===== config.mk =====
export PLATFORM = sky130hd
export DESIGN_NAME = planar_motion_derivative_tracker
export DESIGN_NICKNAME = d
export VERILOG_FILES = /design/src/rtl/pmdt_pkg.sv /design/src/rtl/planar_motion_derivative_tracker.sv /design/src/rtl/pmdt_ctrl.sv /design/src/rtl/pmdt_datapath.sv
export SDC_FILE = /design/constraint.sdc
export NUM_CORES = 2
export LEC_CHECK = 0
export ABC_AREA = 1
export BUFFER_PORTS_ARGS = -buffer_cell sky130_fd_sc_hd__buf_2
export CORE_ASPECT_RATIO = 1.1
export CORE_MARGIN = 5
export CORE_UTILIZATION = 25
export DETAILED_ROUTE_END_ITERATION = 7
export PLACE_DENSITY = 0.48
export SYNTH_ARGS = -nofsm -noshare
export SYNTH_HDL_FRONTEND = slang
export SYNTH_HIERARCHICAL = 1
export SYNTH_SLANG_ARGS = --single-unit

===== constraint.sdc =====
create_clock -name clk -period 6.9 [get_ports clk]
set_input_delay 0.69 -clock clk [delete_from_list [all_inputs] [get_ports clk]]
set_output_delay 0.69 -clock clk [all_outputs]
set_load 0.05 [all_outputs]

===== src/rtl/pmdt_pkg.sv =====
// Shared types and constants for the planar motion derivative tracker.
// Used by pmdt_ctrl, pmdt_datapath and planar_motion_derivative_tracker.
package pmdt_pkg;

    localparam int AXIS_COUNT = 3;
    localparam int AXIS_W     = 2;
    localparam int POS_W      = 16;
    localparam int VEL_W      = 32;
    localparam int DT_W       = 20;
    localparam int DIFF_W     = VEL_W + 1;
    localparam int SCALE_W    = 21;
    localparam int PROD_W     = DIFF_W + SCALE_W;
    localparam int DIV_STEPS  = PROD_W;
    localparam int DIV_CNT_W  = 6;

    localparam logic signed [SCALE_W-1:0] SCALE_PER_SECOND = 21'sd1000000;

    localparam int PLANE_W = 2;
    localparam logic [PLANE_W-1:0] PLANE_XY = 2'd0;
    localparam logic [PLANE_W-1:0] PLANE_XZ = 2'd1;
    localparam logic [PLANE_W-1:0] PLANE_ZY = 2'd2;

    localparam logic [AXIS_W-1:0] AXIS_X = 2'd0;
    localparam logic [AXIS_W-1:0] AXIS_Y = 2'd1;
    localparam logic [AXIS_W-1:0] AXIS_Z = 2'd2;

    localparam logic KIND_VEL = 1'b0;
    localparam logic KIND_ACC = 1'b1;

    localparam int PADDR_W = 3;
    localparam logic REG_PLANE_SELECT = 1'b0;

    localparam int IN_DATA_W  = 56;
    localparam int OUT_DATA_W = 136;

    typedef struct packed {
        logic load;
        logic diff;
        logic mul;
        logic abs_val;
        logic div_step;
        logic fix;
        logic out_load;
        logic slot;
        logic kind;
    } cmd_t;

    // Stored axis that a screen coordinate (slot 0 = x, slot 1 = y) drives.
    function automatic logic [AXIS_W-1:0] axis_map(input logic [PLANE_W-1:0] plane,
                                                   input logic slot);
        logic [AXIS_W-1:0] a;
        case (plane)
            PLANE_XZ: a = slot ? AXIS_Z : AXIS_X;
            PLANE_ZY: a = slot ? AXIS_Y : AXIS_Z;
            default:  a = slot ? AXIS_Y : AXIS_X;
        endcase
        return a;
    endfunction

endpackage


===== src/rtl/planar_motion_derivative_tracker.sv =====
// Top level of the planar motion derivative tracker: stream ports, APB register.
// Depends on pmdt_pkg, pmdt_ctrl and pmdt_datapath.
//
//  channel   | direction | payload
//  ----------+-----------+---------------------------------------------------
//  s_axis    | in        | cursor_x, cursor_y, elapsed_us
//  m_axis    | out       | velocity_first/second, accel_first/second, saturated
//  apb       | in/out    | plane_select at byte address 0
//
// Each item runs four restoring divisions of 54 quotient bits each, one bit per cycle;
// each value steps through difference, multiply and absolute value, then its division, then the fix.
// Reset clears the axis positions and velocities and selects the XY plane.
// s_axis_tready is high only while no item is in work; a result waiting in the
// output register does not block the next item, only the next result.
module planar_motion_derivative_tracker (
    input  logic                                clk,
    input  logic                                rst_n,
    // [15:0] cursor_x, [31:16] cursor_y, [51:32] elapsed_us, [55:52] zero
    input  logic [pmdt_pkg::IN_DATA_W-1:0]      s_axis_tdata,
    input  logic                                s_axis_tvalid,
    output logic                                s_axis_tready,
    // [31:0] velocity_first, [63:32] velocity_second, [95:64] accel_first,
    // [127:96] accel_second, [128] saturated, [135:129] zero
    output logic [pmdt_pkg::OUT_DATA_W-1:0]     m_axis_tdata,
    output logic                                m_axis_tvalid,
    input  logic                                m_axis_tready,
    input  logic                                psel,
    input  logic                                penable,
    input  logic                                pwrite,
    input  logic [pmdt_pkg::PADDR_W-1:0]        paddr,
    input  logic [31:0]                         pwdata,
    output logic [31:0]                         prdata,
    output logic                                pready
);

    logic [pmdt_pkg::PLANE_W-1:0] plane_reg;
    pmdt_pkg::cmd_t               cmd;

    logic signed [pmdt_pkg::VEL_W-1:0] velocity_first, velocity_second;
    logic signed [pmdt_pkg::VEL_W-1:0] accel_first, accel_second;
    logic                              saturated;

    assign pready = 1'b1;

    always_ff @(posedge clk or negedge rst_n)
    begin
        if (!rst_n)
        begin
            plane_reg <= pmdt_pkg::PLANE_XY;
        end
        else if (psel && penable && pwrite && (paddr[2] == pmdt_pkg::REG_PLANE_SELECT))
        begin
            plane_reg <= pwdata[pmdt_pkg::PLANE_W-1:0];
        end
    end

    assign prdata = (paddr[2] == pmdt_pkg::REG_PLANE_SELECT) ? {30'b0, plane_reg} : 32'b0;

    pmdt_ctrl u_ctrl (
        .clk       (clk),
        .rst_n     (rst_n),
        .in_valid  (s_axis_tvalid),
        .in_ready  (s_axis_tready),
        .out_valid (m_axis_tvalid),
        .out_ready (m_axis_tready),
        .cmd       (cmd)
    );

    pmdt_datapath u_datapath (
        .clk             (clk),
        .rst_n           (rst_n),
        .cmd             (cmd),
        .plane           (plane_reg),
        .cursor_x        (s_axis_tdata[15:0]),
        .cursor_y        (s_axis_tdata[31:16]),
        .elapsed_us      (s_axis_tdata[51:32]),
        .velocity_first  (velocity_first),
        .velocity_second (velocity_second),
        .accel_first     (accel_first),
        .accel_second    (accel_second),
        .saturated       (saturated)
    );

    assign m_axis_tdata = {7'b0, saturated, accel_second, accel_first,
                           velocity_second, velocity_first};

    // one item at a time: an accepted beat closes the input until the result is built
    a_single_item: assert property (@(posedge clk) disable iff (!rst_n)
        (s_axis_tvalid && s_axis_tready) |=> !s_axis_tready)
        else $error("input accepted while an item is in work");

    // never overwrite a result that is still waiting
    a_no_overwrite: assert property (@(posedge clk) disable iff (!rst_n)
        cmd.out_load |-> (!m_axis_tvalid || m_axis_tready))
        else $error("output register loaded over a pending result");

    // a saturated result must carry at least one clamped value
    a_sat_bound: assert property (@(posedge clk) disable iff (!rst_n)
        (m_axis_tvalid && saturated) |->
            (velocity_first == 32'sh7FFF_FFFF || velocity_first == 32'sh8000_0000 ||
             velocity_second == 32'sh7FFF_FFFF || velocity_second == 32'sh8000_0000 ||
             accel_first == 32'sh7FFF_FFFF || accel_first == 32'sh8000_0000 ||
             accel_second == 32'sh7FFF_FFFF || accel_second == 32'sh8000_0000))
        else $error("saturated flag without a clamped value");

endmodule


===== src/rtl/pmdt_ctrl.sv =====
// Sequencer for the tracker: handshakes and the per-value step order.
// Depends on pmdt_pkg; drives pmdt_datapath through pmdt_pkg::cmd_t.
module pmdt_ctrl (
    input  logic            clk,
    input  logic            rst_n,
    input  logic            in_valid,
    output logic            in_ready,
    output logic            out_valid,
    input  logic            out_ready,
    output pmdt_pkg::cmd_t  cmd
);

    localparam logic [2:0] ST_IDLE = 3'd0;
    localparam logic [2:0] ST_DIFF = 3'd1;
    localparam logic [2:0] ST_MUL  = 3'd2;
    localparam logic [2:0] ST_ABS  = 3'd3;
    localparam logic [2:0] ST_DIV  = 3'd4;
    localparam logic [2:0] ST_FIX  = 3'd5;
    localparam logic [2:0] ST_OUT  = 3'd6;

    localparam logic [pmdt_pkg::DIV_CNT_W-1:0] DIV_LAST =
        pmdt_pkg::DIV_CNT_W'(pmdt_pkg::DIV_STEPS - 1);

    logic [2:0]                     state_reg, state_next;
    logic [1:0]                     op_reg, op_next;
    logic [pmdt_pkg::DIV_CNT_W-1:0] cnt_reg, cnt_next;
    logic                           out_valid_reg, out_valid_next;

    always_comb
    begin
        state_next     = state_reg;
        op_next        = op_reg;
        cnt_next       = cnt_reg;
        out_valid_next = out_valid_reg;
        cmd            = '0;
        cmd.slot       = op_reg[1];
        cmd.kind       = op_reg[0];
        in_ready       = (state_reg == ST_IDLE);

        if (out_valid_reg && out_ready)
        begin
            out_valid_next = 1'b0;
        end

        case (state_reg)
            ST_IDLE:
            begin
                if (in_valid)
                begin
                    cmd.load   = 1'b1;
                    op_next    = 2'd0;
                    state_next = ST_DIFF;
                end
            end
            ST_DIFF:
            begin
                cmd.diff   = 1'b1;
                state_next = ST_MUL;
            end
            ST_MUL:
            begin
                cmd.mul    = 1'b1;
                state_next = ST_ABS;
            end
            ST_ABS:
            begin
                cmd.abs_val = 1'b1;
                cnt_next    = '0;
                state_next  = ST_DIV;
            end
            ST_DIV:
            begin
                cmd.div_step = 1'b1;
                cnt_next     = cnt_reg + 1'b1;
                if (cnt_reg == DIV_LAST)
                begin
                    state_next = ST_FIX;
                end
            end
            ST_FIX:
            begin
                cmd.fix = 1'b1;
                if (op_reg == 2'd3)
                begin
                    state_next = ST_OUT;
                end
                else
                begin
                    op_next    = op_reg + 1'b1;
                    state_next = ST_DIFF;
                end
            end
            ST_OUT:
            begin
                // hold until the output register is free
                if (!out_valid_reg || out_ready)
                begin
                    cmd.out_load   = 1'b1;
                    out_valid_next = 1'b1;
                    state_next     = ST_IDLE;
                end
            end
            default:
            begin
                state_next = ST_IDLE;
            end
        endcase
    end

    always_ff @(posedge clk or negedge rst_n)
    begin
        if (!rst_n)
        begin
            state_reg     <= ST_IDLE;
            op_reg        <= '0;
            cnt_reg       <= '0;
            out_valid_reg <= 1'b0;
        end
        else
        begin
            state_reg     <= state_next;
            op_reg        <= op_next;
            cnt_reg       <= cnt_next;
            out_valid_reg <= out_valid_next;
        end
    end

    assign out_valid = out_valid_reg;

endmodule


===== src/rtl/pmdt_datapath.sv =====
// Datapath: axis state, difference, scale multiply, restoring divider, clamp.
// Depends on pmdt_pkg; steered by pmdt_ctrl through pmdt_pkg::cmd_t.
module pmdt_datapath (
    input  logic                                 clk,
    input  logic                                 rst_n,
    input  pmdt_pkg::cmd_t                       cmd,
    input  logic [pmdt_pkg::PLANE_W-1:0]         plane,
    input  logic signed [pmdt_pkg::POS_W-1:0]    cursor_x,
    input  logic signed [pmdt_pkg::POS_W-1:0]    cursor_y,
    input  logic [pmdt_pkg::DT_W-1:0]            elapsed_us,
    output logic signed [pmdt_pkg::VEL_W-1:0]    velocity_first,
    output logic signed [pmdt_pkg::VEL_W-1:0]    velocity_second,
    output logic signed [pmdt_pkg::VEL_W-1:0]    accel_first,
    output logic signed [pmdt_pkg::VEL_W-1:0]    accel_second,
    output logic                                 saturated
);

    localparam int POS_W  = pmdt_pkg::POS_W;
    localparam int VEL_W  = pmdt_pkg::VEL_W;
    localparam int DT_W   = pmdt_pkg::DT_W;
    localparam int DIFF_W = pmdt_pkg::DIFF_W;
    localparam int PROD_W = pmdt_pkg::PROD_W;

    localparam logic [PROD_W-1:0] POS_LIMIT = PROD_W'(64'd2147483647);
    localparam logic [PROD_W-1:0] NEG_LIMIT = PROD_W'(64'd2147483648);
    localparam logic [VEL_W-1:0]  S32_MAX   = 32'h7FFF_FFFF;
    localparam logic [VEL_W-1:0]  S32_MIN   = 32'h8000_0000;

    // stored per-axis state, cleared by reset
    logic signed [POS_W-1:0] axis_pos_reg [pmdt_pkg::AXIS_COUNT];
    logic signed [VEL_W-1:0] axis_vel_reg [pmdt_pkg::AXIS_COUNT];

    // item captured at accept
    logic signed [POS_W-1:0]          pos_in_reg [2];
    logic [pmdt_pkg::AXIS_W-1:0]      ax_reg [2];
    logic [DT_W-1:0]                  dt_reg;

    // per-value working registers
    logic signed [DIFF_W-1:0] diff_reg;
    logic signed [PROD_W-1:0] prod_reg;
    logic                     neg_reg;
    logic [PROD_W-1:0]        num_reg;
    logic [DT_W-1:0]          rem_reg;

    logic signed [VEL_W-1:0]  vres_reg [2];
    logic signed [VEL_W-1:0]  ares_reg [2];
    logic                     sat_reg;

    logic signed [VEL_W-1:0]  out_v0_reg, out_v1_reg, out_a0_reg, out_a1_reg;
    logic                     out_sat_reg;

    logic [pmdt_pkg::AXIS_W-1:0] cur_axis;
    logic signed [DIFF_W-1:0]    diff_next;
    logic [DT_W:0]               rem_shift;
    logic [DT_W:0]               rem_sub;
    logic                        q_bit;
    logic [VEL_W-1:0]            fix_val;
    logic                        fix_sat;

    assign cur_axis = ax_reg[cmd.slot];

    always_comb
    begin
        if (cmd.kind == pmdt_pkg::KIND_VEL)
        begin
            diff_next = DIFF_W'(pos_in_reg[cmd.slot]) - DIFF_W'(axis_pos_reg[cur_axis]);
        end
        else
        begin
            diff_next = DIFF_W'(vres_reg[cmd.slot]) - DIFF_W'(axis_vel_reg[cur_axis]);
        end
    end

    // one restoring step: bring down the next numerator bit
    assign rem_shift = {rem_reg, num_reg[PROD_W-1]};
    assign rem_sub   = rem_shift - {1'b0, dt_reg};
    assign q_bit     = (rem_shift >= {1'b0, dt_reg});

    // sign and clamp the magnitude quotient
    always_comb
    begin
        fix_sat = 1'b0;
        if (neg_reg)
        begin
            if (num_reg > NEG_LIMIT)
            begin
                fix_val = S32_MIN;
                fix_sat = 1'b1;
            end
            else
            begin
                fix_val = (~num_reg[VEL_W-1:0]) + 1'b1;
            end
        end
        else
        begin
            if (num_reg > POS_LIMIT)
            begin
                fix_val = S32_MAX;
                fix_sat = 1'b1;
            end
            else
            begin
                fix_val = num_reg[VEL_W-1:0];
            end
        end
    end

    always_ff @(posedge clk or negedge rst_n)
    begin
        if (!rst_n)
        begin
            for (int i = 0; i < pmdt_pkg::AXIS_COUNT; i++)
            begin
                axis_pos_reg[i] <= '0;
                axis_vel_reg[i] <= '0;
            end
        end
        else if (cmd.fix && (cmd.kind == pmdt_pkg::KIND_ACC))
        begin
            // commit this axis once both its values are known
            axis_pos_reg[cur_axis] <= pos_in_reg[cmd.slot];
            axis_vel_reg[cur_axis] <= vres_reg[cmd.slot];
        end
    end

    always_ff @(posedge clk)
    begin
        if (cmd.load)
        begin
            pos_in_reg[0] <= cursor_x;
            pos_in_reg[1] <= cursor_y;
            ax_reg[0]     <= pmdt_pkg::axis_map(plane, 1'b0);
            ax_reg[1]     <= pmdt_pkg::axis_map(plane, 1'b1);
            dt_reg        <= (elapsed_us == '0) ? DT_W'(1) : elapsed_us;
            sat_reg       <= 1'b0;
        end
        if (cmd.diff)
        begin
            diff_reg <= diff_next;
        end
        if (cmd.mul)
        begin
            prod_reg <= diff_reg * pmdt_pkg::SCALE_PER_SECOND;
        end
        if (cmd.abs_val)
        begin
            neg_reg <= prod_reg[PROD_W-1];
            num_reg <= prod_reg[PROD_W-1] ? PROD_W'(-prod_reg) : PROD_W'(prod_reg);
            rem_reg <= '0;
        end
        if (cmd.div_step)
        begin
            rem_reg <= q_bit ? rem_sub[DT_W-1:0] : rem_shift[DT_W-1:0];
            num_reg <= {num_reg[PROD_W-2:0], q_bit};
        end
        if (cmd.fix)
        begin
            if (cmd.kind == pmdt_pkg::KIND_VEL)
            begin
                vres_reg[cmd.slot] <= fix_val;
            end
            else
            begin
                ares_reg[cmd.slot] <= fix_val;
            end
            sat_reg <= sat_reg | fix_sat;
        end
        if (cmd.out_load)
        begin
            out_v0_reg  <= vres_reg[0];
            out_v1_reg  <= vres_reg[1];
            out_a0_reg  <= ares_reg[0];
            out_a1_reg  <= ares_reg[1];
            out_sat_reg <= sat_reg;
        end
    end

    assign velocity_first  = out_v0_reg;
    assign velocity_second = out_v1_reg;
    assign accel_first     = out_a0_reg;
    assign accel_second    = out_a1_reg;
    assign saturated       = out_sat_reg;

endmodule


* After elaboration in Yosys (flattened, before gate mapping)
Memories as Yosys holds them, arrays and structs flattened. A register that Yosys moved wholly into a read port is not among the register bits.
Cells that the tools add are included.
** Cells by class
- Add/sub/neg operators :: 7
- Multipliers :: 1
- Magnitude comparators :: 5
- Equality and inequality tests :: 14
- Multiplexer cells :: 61
- Bitwise logic cells :: 4
- Reductions and logical operators :: 16
** Operator list (count)
- two-way mux 32 bit :: 6
- two-way mux 54 bit :: 3
- bitwise mux 96 bit :: 1
- binary-select mux 32 bit (select 2 bit) :: 1
- demux 32 bit (select 2 bit) :: 1
- two-way mux 20 bit :: 3
- > comparator 54 x 31 -> 1 bit, second input constant :: 1
- > comparator 54 x 32 -> 1 bit, second input constant :: 1
- negation 54 bit :: 1
- bitwise mux 48 bit :: 1
- multiplier 33 x 15 -> 48 bit, second input constant :: 1
- two-way mux 16 bit :: 3
- two-way mux 33 bit :: 1
- subtractor 32 x 32 -> 33 bit :: 1
- adder 32 x 1 -> 32 bit, second input constant :: 1
- binary-select mux 16 bit (select 2 bit) :: 1
- demux 16 bit (select 2 bit) :: 1
- NOT 32 bit :: 1
- two-way mux 1 bit :: 25
- >= comparator 21 x 20 -> 1 bit :: 1
- one-hot mux 3 bit (7 select lines) :: 1
- zero test 20 bit :: 1
- subtractor 20 bit :: 1
- subtractor 16 x 16 -> 17 bit :: 1
- 25 further kinds :: 49
** Storage, ports and cells
- Bits in registers :: 336
- RAM bits :: 164
- Memories kept :: 4
** Memory list
- u_datapath.ares_reg :: words 2, bits a word 32, read ports 2, clocked after memory_dff 2, write ports 1, line pmdt_datapath.sv:46 : logic signed [VEL_W-1:0] ares_reg [2];
- u_datapath.vres_reg :: words 2, bits a word 32, read ports 3, clocked after memory_dff 2, write ports 1, line pmdt_datapath.sv:45 : logic signed [VEL_W-1:0] vres_reg [2];
- u_datapath.pos_in_reg :: words 2, bits a word 16, read ports 1, clocked after memory_dff 0, write ports 2, line pmdt_datapath.sv:34 : logic signed [POS_W-1:0] pos_in_reg [2];
- u_datapath.ax_reg :: words 2, bits a word 2, read ports 1, clocked after memory_dff 0, write ports 2, line pmdt_datapath.sv:35 : logic [pmdt_pkg::AXIS_W-1:0] ax_reg [2];

* Longest topological paths before layout
An unclocked memory read counts as a cell.
- Depth in word-level cells :: 7
- Mapped depth :: 24
- Gate-level depth less buffers :: 22

* By module
Netlist, hierarchy kept.
** By module, submodules not included
- pmdt_datapath :: times used 1, cells each 4274, area each 38839.8 um^2
- pmdt_ctrl :: times used 1, cells each 99, area each 725.7 um^2
- planar_motion_derivative_tracker :: times used 1, cells each 58, area each 411.6 um^2

* Worst setup path after synthesis
No wires, ideal clock.
- Path type :: input to register
- Start :: input port m_axis_tready
- End :: register u_datapath.out_a0_reg[0], in the netlist u_datapath/accel_first[0], read port of u_datapath.ares_reg, enable pin
- Arrival :: 6.084 ns
- Required time :: 6.278 ns
- Path slack :: 0.195 ns
- Cell stages on the path :: 2
- Path buffers :: 0
- Path through :: nor2_1 -> nor2_1
** RTL lines
- start: declaration :: line planar_motion_derivative_tracker.sv:26 : input logic m_axis_tready,
- end: declaration :: line pmdt_datapath.sv:49 : logic signed [VEL_W-1:0] out_v0_reg, out_v1_reg, out_a0_reg, out_a1_reg;

* Worst setup path in the final report
- Start :: register u_datapath.diff_reg[26]
- End :: register u_datapath.prod_reg[51] (data pin)
** On the way
- Longest elaborated chain between the ends :: 1
** Ends and longest elaborated chain
- start: declaration :: line pmdt_datapath.sv:39 : logic signed [DIFF_W-1:0] diff_reg;
- start signal: assignment :: line pmdt_datapath.sv:140 : diff_reg <= diff_next;
- multiplier 33 x 15 -> 48 bit :: line pmdt_datapath.sv:144 : prod_reg <= diff_reg * pmdt_pkg::SCALE_PER_SECOND;
- end signal: assignment :: line pmdt_datapath.sv:144
- end: declaration :: line pmdt_datapath.sv:40 : logic signed [PROD_W-1:0] prod_reg;
Every way passes these cells.
A chain may end at the register's enable or synchronous reset.

==> results.tsv <==
stage	metric	value	unit
grt	grt_max_degree	90	
grt	antenna_found_initial	3	
synthesis	ys_warn_count	6	
timing	finalSetupTns	0	ns
layout	largest_register_ffs	96	
synthesis	ys_dominant_reg_cell	edfxtp_1	
clock_network	htreeDepth	3	
timing	period_share	76.8	%
place	finalWeightedCongestion	0.870	
critical_path	path_class	reg -> reg	
synthesis	syn_inst	4431	
floorplan	start_util	25.1	%
floorplan	ios	269	
routing	postRouteAntennaNets	0	
place	hpwl	86.9	mm
clock_network	cts_tree	yes	
synthesis	synthMuxAreaShare	1.39	%
grt	grt_pass1_vias	28700	
timing	fmax	0.189	GHz
synthesis	async_flop_share	25.2	%
layout	drive_gt1_share	8.97	%
routing	firstDrtPassIters	6	
clock_network	insertion_delay	0.67	ns
critical_path	crit_arrival	5.72	ns
critical_path	path_cells	ha_1 > inv_1 > fa_1 > inv_1 > fa_1 > inv_1 > fa_1 > inv_1 > fa_1 > ha_1 > ha_1 > a21oi_1 > o21ai_0 > a21oi_1 > nor2_1 > nor2_1 > nand2_1 > nand2_1 > nand2_1	
clock_network	ctsResizeCount	0	
floorplan	die_area	168000	um^2
clock_network	cts_buffers	74	
floorplan	dieWidth	391	um
clock_network	clk_path_buf_depth	3	
synthesis	synth_edf_count	469	
synthesis	yosysSeqAreaShare	45.1	%
timing	worst_slew_pin_slew	1.18	ns
synthesis	synthAdderAreaFrac	16.8	%
routing	vias	29600	
timing	clock_skew	0.0223	ns
clock_network	cts_sinks	627	
clock_network	ctsRootBufferMaster	clkbuf_16	
synthesis	synth-simple-area-share	19.4	%
layout	syn_to_final_growth	14.1	%
job	maxCapViolations	0	
critical_path	critical_path.slowest_cell	edfxtp_1	
timing	hold_viol	0	
synthesis	synth-compound-area-share	6.81	%
clock_network	clk_pin_slew	0.06	ns
power_and_ir_drop	p_leak	0.0217	uW
place	numPortBuffers	194	
timing	finalMaxSlewViolations	0	
synthesis	syn-cell-area	40000	um^2
clock_network	post_cts_buffers	0	
critical_path	max_stage_delay	0.55	ns
floorplan	core_area	160000	um^2
timing	hold_slack	0.106	ns
critical_path	r2r_start	u_datapath/diff_reg[26]	
routing	avgViaCountPerCell	4.37	
timing	period_needed	5.30	ns
routing	routed_wl	113	mm
critical_path	required	7.32	ns
timing	setup_viol	0	
synthesis	syn_area_per_cell	9.02	um^2
synthesis	synth-seq-cells	627	
critical_path	setup.worst_path.end_class	flop	
floorplan	fp.dieH	429	um
grt	grt_overflow	0	
routing	route.detailed.wl_per_inst	16.6	um
power_and_ir_drop	ir_drop	171	uV
layout	num-fill-cells	17000	
routing	drc	0	
grt	grt_use_total	13.1	%
outcome	status	complete, no violations	
synthesis	yosys.cell_types.count	52	
timing	rsz0062_at_grt	false	
synthesis	synth-xor-area-share	2.06	%
routing	drtIter0Drc	2012	
layout	seq_area	18000	um^2
critical_path	cp-start-kind	flop	
synthesis	synth_top_family_by_area	simple AND/OR/NAND/NOR gates	
timing	timing.slew.headroom	21.3	%
layout	multi_input_area	18800	um^2
grt	grt_first_pass_wirelength	172	mm
power_and_ir_drop	p_per_area	177	nW/um^2
layout	nNetsFinal	5162	
critical_path	crit_fanout	5	
clock_network	ctsHoldBuffers	0	
critical_path	critPathLaunch	u_datapath/diff_reg[26]	
floorplan	core.rowCount	154	
min_path	hold_path_class	in -> async	
==> report_power, final <==
group,total (uW),leakage (uW),switching [uW],internal [uW]
sequential,4020,0.00702,2.35,4020
combinational,99.4,0.0135,82.7,16.7
clock,3950,0.00119,1650,2300
==> worst max-delay path: cells and delay by family (launching register included) <==
kind,cells,cell delay (ns)
compound gates,3,0.68
buf+inv,4,0.26
simple gates,5,0.45
flops,1,0.55
fa+ha+maj,7,3.11
==> through the flow <==
stage                     util, %  instances  total power, uW  area (um^2)  setup slack, ns
after floorplan                 -       4467             4180        40100            0.195
after global placement       27.1       6641             4200        43200             1.55
after detailed placement     27.1       6641             4200        43200             1.57
after CTS                    28.6       6778             8200        45600             1.54
after global routing         28.6       6778             8360        45600             1.22
final                        28.6       6779             8070        45600             1.60
==> layout by cell type, fill, tap and decap left out, types with 12 or more instances in the layout <==
master	Yosys	layout
o21ai_0	227	226
inv_1	671	671
buf_4	51	24
nand2_1	1197	1195
buf_2	22	193
a21o_1	25	25
o221ai_1	48	48
xor2_1	80	80
dfrtp_1	158	157
conb_1	2	38
nand3_1	229	229
a21oi_1	136	136
clkbuf_16	0	75
edfxtp_1	469	469
nand3b_1	18	18
mux2_2	42	42
clkbuf_1	63	15
o21ai_1	11	12
ha_1	312	312
nor2_1	352	348
nand4_1	35	35
xnor2_1	14	14
nor3_1	23	19
fa_1	141	141
==> layout make-up <==
| cell class | instances | share of cell area [%] |
|---|---|---|
| timing repair buffer | 218 | 2.54 |
| tap | 2106 | 5.78 |
| inverter | 678 | 5.58 |
| sequential | 627 | 39.5 |
| clock buffer | 94 | 4.36 |
| antenna | 1 | 0.00548 |
| multi-input combinational | 3012 | 41.2 |
| clock inverter | 43 | 1.04 |
==> cell usage after synthesis (3+ instances only) <==
cell type,instances,area (um^2)
o21a_1,6,45.0
xnor2_1,14,123
o221ai_1,48,420
o21ai_1,11,55.1
a21oi_1,136,681
nor2_2,7,43.8
buf_4,51,383
nand3_1,229,1150
o21ai_0,227,1140
buf_2,22,110
nand2_2,4,25.0
mux2_1,3,33.8
nor4_1,8,50.1
and2_1,4,25.0
nor2_1,352,1320
nand4_1,35,219
nand3b_1,18,135
fa_1,141,2820
nand3_2,6,60.1
a31oi_1,4,25.0
a21o_1,25,188
nand2_1,1197,4490
dfrtp_1,158,3950
inv_1,671,2520
buf_1,8,30.0
ha_1,312,3900
inv_2,5,18.8
o21bai_1,11,82.6
buf_6,4,45.0
a21boi_0,3,22.5
edfxtp_1,469,14100
o211ai_1,4,30.0
xor2_1,80,701
mux2i_1,5,50.1
nor3_1,23,115
mux2_2,42,473
or2_2,9,56.3
clkbuf_1,63,236
==> metal layers <==
layer,part of all wire [%],track usage (%),vias to the layer above
met5,0,0,-
met4,1.8,2.77,0
met3,4.5,1.97,113
met2,46,21.6,625
met1,48,18.4,14100
li1,-,-,14700
==> final timing paths <==
kind                       cells past startpoint  slack, ns                           to
max                                           19       1.60      u_datapath/prod_reg[51]
min                                            1       0.11  u_datapath/axis_pos_reg[36]
max reg2reg                                   19       1.60      u_datapath/prod_reg[51]
min reg2reg                                    0       0.41  u_datapath/accel_second[31]
max in group asynchronous                      2       5.26             u_ctrl/op_reg[1]
min in group clk                               1       0.19  u_datapath/pos_in_reg[0][3]
==> cell families (layout without fill, tap and decap cells) <==
kind of cell	Yosys count	after routing
buf+inv	828	1033
compound gates	480	480
simple gates	1897	1897
fa+ha+maj	453	453
flops	627	627
mux	50	50
other cells	2	39
xor+xnor	94	94
(Power assumes the default switching activity.)
